File: src/design/salc_pkg.sv
// Shared types, codes and defaults for the set-associative LRU cache model.
package salc_pkg;

    localparam int MAX_SET_BITS = 5;
    localparam int MAX_WAYS     = 8;
    localparam int ADDR_BITS    = 64;
    localparam int QUEUE_DEPTH  = 2;

    typedef logic [1:0] t_op;
    typedef logic [1:0] t_outcome;
    typedef logic [1:0] t_cfg_index;

    localparam t_op OP_LOAD   = 2'd0;
    localparam t_op OP_STORE  = 2'd1;
    localparam t_op OP_MODIFY = 2'd2;
    localparam t_op OP_NONE   = 2'd3;

    localparam t_outcome OUT_HIT   = 2'd0;
    localparam t_outcome OUT_FILL  = 2'd1;
    localparam t_outcome OUT_EVICT = 2'd2;

    localparam t_cfg_index CFG_SET_BITS   = 2'd0;
    localparam t_cfg_index CFG_WAYS       = 2'd1;
    localparam t_cfg_index CFG_BLOCK_BITS = 2'd2;

    typedef struct packed {
        logic [2:0] set_bits;
        logic [3:0] ways;
        logic [5:0] block_bits;
    } t_cfg;

endpackage

File: src/design/salc_req_if.sv
// Request channel: one memory access.
interface salc_req_if;
    logic           valid;
    logic           ready;
    salc_pkg::t_op  operation;
    logic [63:0]    address;

    modport source(output valid, output operation, output address, input ready);
    modport sink(input valid, input operation, input address, output ready);
endinterface

File: src/design/salc_front.sv
// Front end: accept requests, split the address into set and tag, queue lookups.
module salc_front #(
    parameter int MAX_SET_BITS = salc_pkg::MAX_SET_BITS,
    parameter int ADDR_BITS    = salc_pkg::ADDR_BITS
) (
    input  logic                  i_clk,
    input  logic                  i_rst_n,
    salc_req_if.sink              i_req,
    input  salc_pkg::t_cfg        i_cfg,
    input  logic                  i_pop,
    output logic                  o_head_valid,
    output logic [((MAX_SET_BITS > 0) ? MAX_SET_BITS : 1)-1:0] o_head_set,
    output logic [ADDR_BITS-1:0]  o_head_tag,
    output logic                  o_head_modify
);
    localparam int SET_W = (MAX_SET_BITS > 0) ? MAX_SET_BITS : 1;
    localparam int QD    = salc_pkg::QUEUE_DEPTH;
    localparam int PTR_W = (QD > 1) ? $clog2(QD) : 1;
    localparam int CNT_W = $clog2(QD + 1);
    localparam logic [63:0] ADDR_MASK =
        (ADDR_BITS >= 64) ? {64{1'b1}} : ((64'd1 << ADDR_BITS) - 64'd1);

    logic [63:0]        addr;
    logic [63:0]        shifted;
    logic [63:0]        tag_full;
    logic [3:0]         sb;
    logic [6:0]         shift;
    logic [SET_W-1:0]   set_idx;
    logic               is_lookup;
    logic               is_modify;
    logic               push;

    logic [SET_W-1:0]     r_q_set [QD];
    logic [ADDR_BITS-1:0] r_q_tag [QD];
    logic                 r_q_mod [QD];
    logic [PTR_W-1:0]     r_wptr;
    logic [PTR_W-1:0]     r_rptr;
    logic [CNT_W-1:0]     r_count;
    logic [CNT_W-1:0]     n_count;

    always_comb begin
        addr    = i_req.address & ADDR_MASK;
        sb      = ({1'b0, i_cfg.set_bits} > 4'(MAX_SET_BITS)) ? 4'(MAX_SET_BITS)
                                                              : {1'b0, i_cfg.set_bits};
        shifted = addr >> i_cfg.block_bits;
        for (int i = 0; i < SET_W; i++) begin
            set_idx[i] = shifted[i] & (4'(i) < sb);
        end
        shift    = 7'(sb) + 7'(i_cfg.block_bits);
        tag_full = (shift < 7'd64) ? (addr >> shift) : 64'd0;
    end

    always_comb begin
        is_lookup = 1'b0;
        is_modify = 1'b0;
        unique case (i_req.operation) inside
            salc_pkg::OP_LOAD, salc_pkg::OP_STORE: is_lookup = 1'b1;
            salc_pkg::OP_MODIFY: begin
                is_lookup = 1'b1;
                is_modify = 1'b1;
            end
            default: is_lookup = 1'b0;
        endcase
    end

    assign i_req.ready = (r_count != CNT_W'(QD));
    assign push        = i_req.valid && i_req.ready && is_lookup;
    assign n_count     = r_count + CNT_W'(push) - CNT_W'(i_pop);

    always_ff @(posedge i_clk) begin
        if (!i_rst_n) begin
            r_wptr  <= '0;
            r_rptr  <= '0;
            r_count <= '0;
        end else begin
            if (push) begin
                r_wptr <= r_wptr + 1'b1;
            end
            if (i_pop) begin
                r_rptr <= r_rptr + 1'b1;
            end
            r_count <= n_count;
        end
    end

    always_ff @(posedge i_clk) begin
        if (push) begin
            r_q_set[r_wptr] <= set_idx;
            r_q_tag[r_wptr] <= tag_full[ADDR_BITS-1:0];
            r_q_mod[r_wptr] <= is_modify;
        end
    end

    assign o_head_valid  = (r_count != '0);
    assign o_head_set    = r_q_set[r_rptr];
    assign o_head_tag    = r_q_tag[r_rptr];
    assign o_head_modify = r_q_mod[r_rptr];
endmodule

File: src/flat_wrapper.sv
// flat-port wrapper written by rule: the top's interface ports become plain ports
module salc_front_flat 
#(
    parameter int MAX_SET_BITS = salc_pkg::MAX_SET_BITS,
    parameter int ADDR_BITS    = salc_pkg::ADDR_BITS
)
  (i_clk, i_rst_n, i_cfg, i_pop, o_head_valid, o_head_set, o_head_tag, o_head_modify, i_req_valid, i_req_operation, i_req_address, i_req_ready);
  salc_req_if i_req_i ();
  input  logic i_clk;
  input  logic i_rst_n;
  input  salc_pkg::t_cfg i_cfg;
  input  logic i_pop;
  output logic o_head_valid;
  output logic [((MAX_SET_BITS > 0) ? MAX_SET_BITS : 1)-1:0] o_head_set;
  output logic [ADDR_BITS-1:0] o_head_tag;
  output logic o_head_modify;
  input wire logic [$bits(i_req_i.valid)-1:0] i_req_valid;
  input wire logic [$bits(i_req_i.operation)-1:0] i_req_operation;
  input wire logic [$bits(i_req_i.address)-1:0] i_req_address;
  output wire logic [$bits(i_req_i.ready)-1:0] i_req_ready;
  assign i_req_i.valid = i_req_valid;
  assign i_req_i.operation = i_req_operation;
  assign i_req_i.address = i_req_address;
  assign i_req_ready = i_req_i.ready;
  salc_front #(.MAX_SET_BITS(MAX_SET_BITS), .ADDR_BITS(ADDR_BITS)) u_core (.i_clk(i_clk), .i_rst_n(i_rst_n), .i_req(i_req_i), .i_cfg(i_cfg), .i_pop(i_pop), .o_head_valid(o_head_valid), .o_head_set(o_head_set), .o_head_tag(o_head_tag), .o_head_modify(o_head_modify));
endmodule
File: config.mk
export PLATFORM = sky130hd
export DESIGN_NAME = salc_front_flat
export DESIGN_NICKNAME = d
export VERILOG_FILES = /design/src/design/salc_pkg.sv /design/src/design/salc_req_if.sv /design/src/design/salc_front.sv /design/src/flat_wrapper.sv
export SDC_FILE = /design/constraint.sdc
export NUM_CORES = 1
export LEC_CHECK = 0
export BUFFER_PORTS_ARGS = -buffer_cell sky130_fd_sc_hd__clkbuf_2
export CORE_UTILIZATION = 45
export CTS_CLUSTER_DIAMETER = 60
export CTS_CLUSTER_SIZE = 30
export DETAILED_ROUTE_END_ITERATION = 12
export PLACE_DENSITY = 0.72
export SETUP_SLACK_MARGIN = 0.4
export SLEW_MARGIN = 0
export SYNTH_ARGS = -nofsm -noshare
export SYNTH_HDL_FRONTEND = slang
export SYNTH_SLANG_ARGS = --single-unit
File: constraint.sdc
create_clock -name i_clk -period 11.1 [get_ports i_clk]
set_clock_uncertainty 0.15 [all_clocks]
set_input_delay 0.555 -clock i_clk [delete_from_list [all_inputs] [get_ports i_clk]]
set_output_delay 0.555 -clock i_clk [all_outputs]
set_load 0.005 [all_outputs]
==> metrics.cfg, run 1 <==
[outcome]
outcome = finished, final reports clean

[critical_path]
cp-end-kind = flip-flop
cp.arrival_ns = 4.37
critPathKind = input port to flip-flop
startpoint_type = input port
critical_path.max_fanout = 68
required_ns = 11.06
r2r_setup_slack_ns = 8.95

[finish]
seqCellArea_um2 = 4310
nNetsFinal = 1119
final_common_cell = mux2i_1
filler_cell_count = 2209
multi_input_area_um2 = 6870
layout-drive-gt1-share_pct = 37.4
mostFrequentLayoutCells = mux2i_1 (156), clkbuf_2 (149), edfxtp_1 (140), nand2_1 (114), mux4_2 (94)
final_area_um2 = 13000
syn2layout_area_growth_pct = 12.2
n_antenna_cell = 0

[synthesis]
synthAdderAreaFrac_pct = 0.712
syn_inst = 930
synth_xor_xnor_area_share_pct = 0.863
synth_fp_nets = 1019
synth_top_flop_cell = edfxtp_1
synth_mux_area_share_pct = 40.9
synth_compound_area_share_pct = 7.97
synth.avg_cell_area_um2 = 12.5
yosys.area_share.simple_pct = 8.12
synth_cell_types = 56
ys_seq_area_share_pct = 37.1
ys_ff_latch = 145
async_flop_share_pct = 0
synth_top_family_by_area = multiplexers
ys_warn_count = 0
synthesis.area_um2 = 11600
synth-edff-count = 140

[sta]
final.min_clock_period_ns = 4.41
setup_viol = 0
rsz0062_at_grt = no
worst_pin_slew_ns = 1.08
clock.fmax_mhz = 227
slew_headroom_pct = 28.0
fin_crit_sh_pct = 39.7
finalSetupTns_ns = 0
final_max_slew_viol_count = 0
final-hold-violation-count = 0

[placement]
io_buffers = 150
gp_congestion = 0.944
post_dp_cell_area_um2 = 12500
dp_hpwl_um = 22600

[floorplan]
core_um2 = 25300
rows = 58
start_util_pct = 45.9
die_area_um2 = 26400
die_x_um = 163
ios = 155
die_y_um = 163

[global_routing]
grt_usage_pct = 23.6
gr-total-overflow = 0
antenna_found_initial = 1
grt_pass1_vias = 8153
grt_first_pass_wirelength_um = 47400
grt_max_degree = 75

[clock_tree]
cts_tree = yes
htreeDepth = 4
postCtsSetupBuffers = 0
clk_pin_slew_ns = 0.06
cts_buffer_depth = 2
clockRootBuffer = clkbuf_16
clk_latency_ns = 0.40
cts_hold_buffers = 0
post_cts_resized = 0
numClockSinks = 145
cts_made_buffers = 17

[power]
p_sw_mw = 0.706
ir_worst_vdd_v = 0.000113
power_frac_seq_pct = 35.1
clockPowerShare_pct = 25.6
pwr-share-comb_pct = 39.3
p_int_mw = 1.34
p_leak_nw = 5.01
cellPowerDensity_nw_per_um2 = 157
p_sw_share_pct = 34.5

[route]
wl_per_cell_um = 22.6
vias = 8784
drt_iter0_markers = 887
postRouteAntennaNets = 0
drc = 0
vias_per_cell = 6.40
routed_wl_um = 31100
first_pass_iters = 9

[flow_run]
cap_violations = 0

[worst_hold_path]
hold_path.class = input port to flip-flop

-- synthesized netlist by cell type (all sizes together), types with 6 or more instances --
master,instances,share of area (%)
xnor2,7,0.79
nand2,114,3.7
a22oi,23,1.5
mux2i,158,14
a21oi,31,1.4
edfxtp,140,36
nor2,32,1.0
o211ai,15,0.97
a31oi,6,0.32
nor3,9,0.43
clkbuf,33,1.1
nand3,7,0.30
o21ai,14,0.60
and2,21,1.1
mux4,97,19
a32oi,8,0.60
mux2,84,8.2
nor2b,12,0.65
nand2b,7,0.38
a211oi,11,0.71
buf,50,3.1
-- power groups by stage --
| stage | combinational [mW] | sequential, mW | clock [mW] |
|---|---|---|---|
| after floorplan | 0.559 | 0.726 | 0 |
| after global placement | 0.782 | 0.726 | 0 |
| after detailed placement | 0.791 | 0.730 | 0 |
| after CTS | 0.796 | 0.719 | 0.532 |
| after global routing | 0.859 | 0.723 | 0.556 |
| final | 0.806 | 0.718 | 0.524 |
-- state kept, by name (all words and copies together), names as in the netlist, named ones only --
| register | flops |
|---|---|
| u_core.r_q_set | 10 |
| u_core.r_wptr | 1 |
| u_core.r_rptr | 1 |
| u_core.r_count | 2 |
| u_core.r_q_mod | 2 |
| u_core.r_q_tag | 128 |
-- kinds of logic (layout without fill, tap and decap cells) --
family	Yosys count	in the layout
muxes	339	339
and+or+nand+nor	210	210
DFF	145	145
AOI/OAI and AO/OA	134	134
buffers and inverters	88	201
xor gates and xnor gates	8	8
adders and majority gates	6	6
-- through the flow --
stage	setup slack, ns	cells	util, %	total power, mW	hold slack (ns)
2_1_floorplan	6.74	930	-	1.28	0.405
3_3_place_gp	6.42	1341	49.4	1.51	0.415
3_5_place_dp	6.35	1341	49.4	1.52	0.421
4_1_cts	6.78	1373	51.5	2.05	0.247
5_1_grt	6.55	1373	51.5	2.14	0.256
6_report	6.69	1373	51.5	2.05	0.257
-- final cells by class --
type,instances,area share (%)
clock buffer,18,3.30
clock inverter,14,0.885
inverter,5,0.144
multi-input combinational,697,52.8
sequential,145,33.1
tap,330,3.17
timing repair buffer,164,6.60
-- critical path, stage by stage --
cell	delay, ns
clkbuf_2	0.08
buf_4	0.34
fa_4	1.59
mux2i_1	0.32
o22ai_1	0.16
mux2i_1	0.40
mux2i_1	0.34
a22oi_1	0.31
o221ai_1	0.23
-- per-layer routing --
layer	global-route usage, %	share of wire [%]
met3	2.42	9.1
met1	35.2	43
met4	8.75	2.8
met2	35.4	45
met5	0	0
-- path summary, 6_finish.rpt --
kind / startpoint / cells after the start / to
max: i_cfg[1] / 9 / u_core.r_q_tag[0][1]
min: i_rst_n / 2 / u_core.r_count[1]
max reg2reg: u_core.r_count[0] / 4 / u_core.r_q_tag[1][47]
min reg2reg: u_core.r_rptr / 2 / u_core.r_rptr
Note: power is estimated with default switching activity, not from simulation.
==> inputs of run 2 (changes only) <==
Settings changed: PLACE_DENSITY 0.72 to 0.74.
Clock period 11.1 ns to 4 ns, I/O delays scaled along.
==> run 2 against run 1 <==
Non-clock buffer count increased by 28. Critical path depth increased by 2. Clock power increased to 3.0 times the previous value.
==> metrics.cfg, run 2 (synthesis gave the netlist of run 1 again) <==
[outcome]
outcome = finished, final reports clean

[floorplan]
rows = 58
ios = 155
die_y_um = 163
die_area_um2 = 26400
start_util_pct = 45.9
die_x_um = 163
core_um2 = 25300

[clock_tree]
numClockSinks = 145
htreeDepth = 4
clockRootBuffer = clkbuf_16
clk_pin_slew_ns = 0.06
cts_tree = yes
cts_made_buffers = 17
cts_buffer_depth = 2
postCtsSetupBuffers = 0
clk_latency_ns = 0.40

[route]
drt_iter0_markers = 908
first_pass_iters = 6
vias_per_cell = 6.25
postRouteAntennaNets = 0
wl_per_cell_um = 22.5
drc = 0
routed_wl_um = 31500
vias = 8752

[sta]
setup_viol = 0
final-hold-violation-count = 0
slew_headroom_pct = 34.9
finalSetupTns_ns = 0
hold_slack_ns = 0.0327
rsz0062_at_grt = no
final.min_clock_period_ns = 3.34
clock.fmax_mhz = 300
worst_pin_slew_ns = 0.977
fin_crit_sh_pct = 83.4
final_max_slew_viol_count = 0

[placement]
dp_hpwl_um = 23900
io_buffers = 150
post_dp_cell_area_um2 = 12700
gp_congestion = 0.936

[worst_hold_path]
hold_path.class = input port to flip-flop
hold_depth = 3

[power]
ir_worst_vdd_v = 0.000387
cellPowerDensity_nw_per_um2 = 443
p_leak_nw = 5.19

[global_routing]
gr-total-overflow = 0
grt_usage_pct = 24.3
grt_first_pass_wirelength_um = 48500
grt_max_degree = 63
antenna_found_initial = 1
grt_pass1_vias = 8207

[finish]
top_regs = u_core.r_q_tag (128), u_core.r_q_set (10)
final_area_um2 = 13300
largest_register = u_core.r_q_tag
largest_reg_flops = 128
syn2layout_area_growth_pct = 15.0
layout-drive-gt1-share_pct = 38.7
nNetsFinal = 1147
filler_cell_count = 2171
final_common_cell = mux2i_1
mostFrequentLayoutCells = mux2i_1 (156), clkbuf_2 (149), edfxtp_1 (140), nand2_1 (114), mux4_2 (94)
n_antenna_cell = 0

[flow_run]
cap_violations = 0

[critical_path]
r2r_cells = 4
required_ns = 3.97
cp-end-kind = flip-flop
critPathKind = input port to flip-flop
startpoint_type = input port
cp.arrival_ns = 3.31
critical_path.max_fanout = 33

run 2: changes by cell type in the layout (fill, tap and decap cells not counted):
cell,before,now
buf_12,0,5
buf_4,15,35
bufinv_16,1,3
clkinv_2,4,3
clkinv_4,2,1
clkinvlp_4,3,2
dlygate4sd3_1,0,3
inv_6,2,3
run 2: final timing paths:
path / endpoint / startpoint / slack, ns
setup reg to reg: u_core.r_q_tag[0][55] / u_core.r_count[0] / 1.73
setup / recovery: u_core.r_q_tag[1][14] / i_cfg[12] / 0.66
hold reg to reg: flip-flop / u_core.r_rptr / 0.43
hold / removal: u_core.r_wptr / i_req_valid / 0.03
run 2: critical path, cell delays in order:
cell      delay, ns
clkbuf_2       0.15
a21o_1         0.20
ha_4           0.17
fa_4           0.87
buf_12         0.23
mux2i_1        0.37
mux2i_1        0.17
mux2i_1        0.28
mux2i_1        0.20
a222oi_1       0.26
nand2_1        0.19
run 2: area by class of cell:
type	instances	area (µm²)	area share (%)
clock inverters	14	163	1.22
multi-input cells	697	6870	51.5
flip-flops and latches	145	4310	32.3
clock buffers	18	429	3.22
well taps	330	413	3.10
inverters	5	18.8	0.141
repair buffers	192	1140	8.54
run 2: power breakdown:
part	switching, mW	internal [mW]
Sequential	0.0532	1.94
Clock	0.603	0.979
Combinational	1.34	0.992
run 2: repair_timing:
item | CTS | global route
hold endpoints to repair | 7 | 0
gates resized for setup | 0 | 0
hold buffers | 3 | 0
run 2: per-stage QoR:
step                total power, mW  worst slack (ns)  cells  util, %
floorplan                      3.56             0.943    930        -
global placement               4.28             0.338   1366     50.4
detailed placement             4.32             0.282   1366     50.4
CTS                            5.91             0.728   1401     52.8
global route                   6.17             0.523   1401     52.8
finish                         5.91             0.664   1401     52.8
run 2: layer usage:
layer	global-route usage [%]	up-vias	routed length (µm)
met4	10.2	0	1190
li1	-	3946	-
met3	3.11	61	2620
met5	0	-	0
met1	35.5	4235	13700
met2	36.4	510	14000
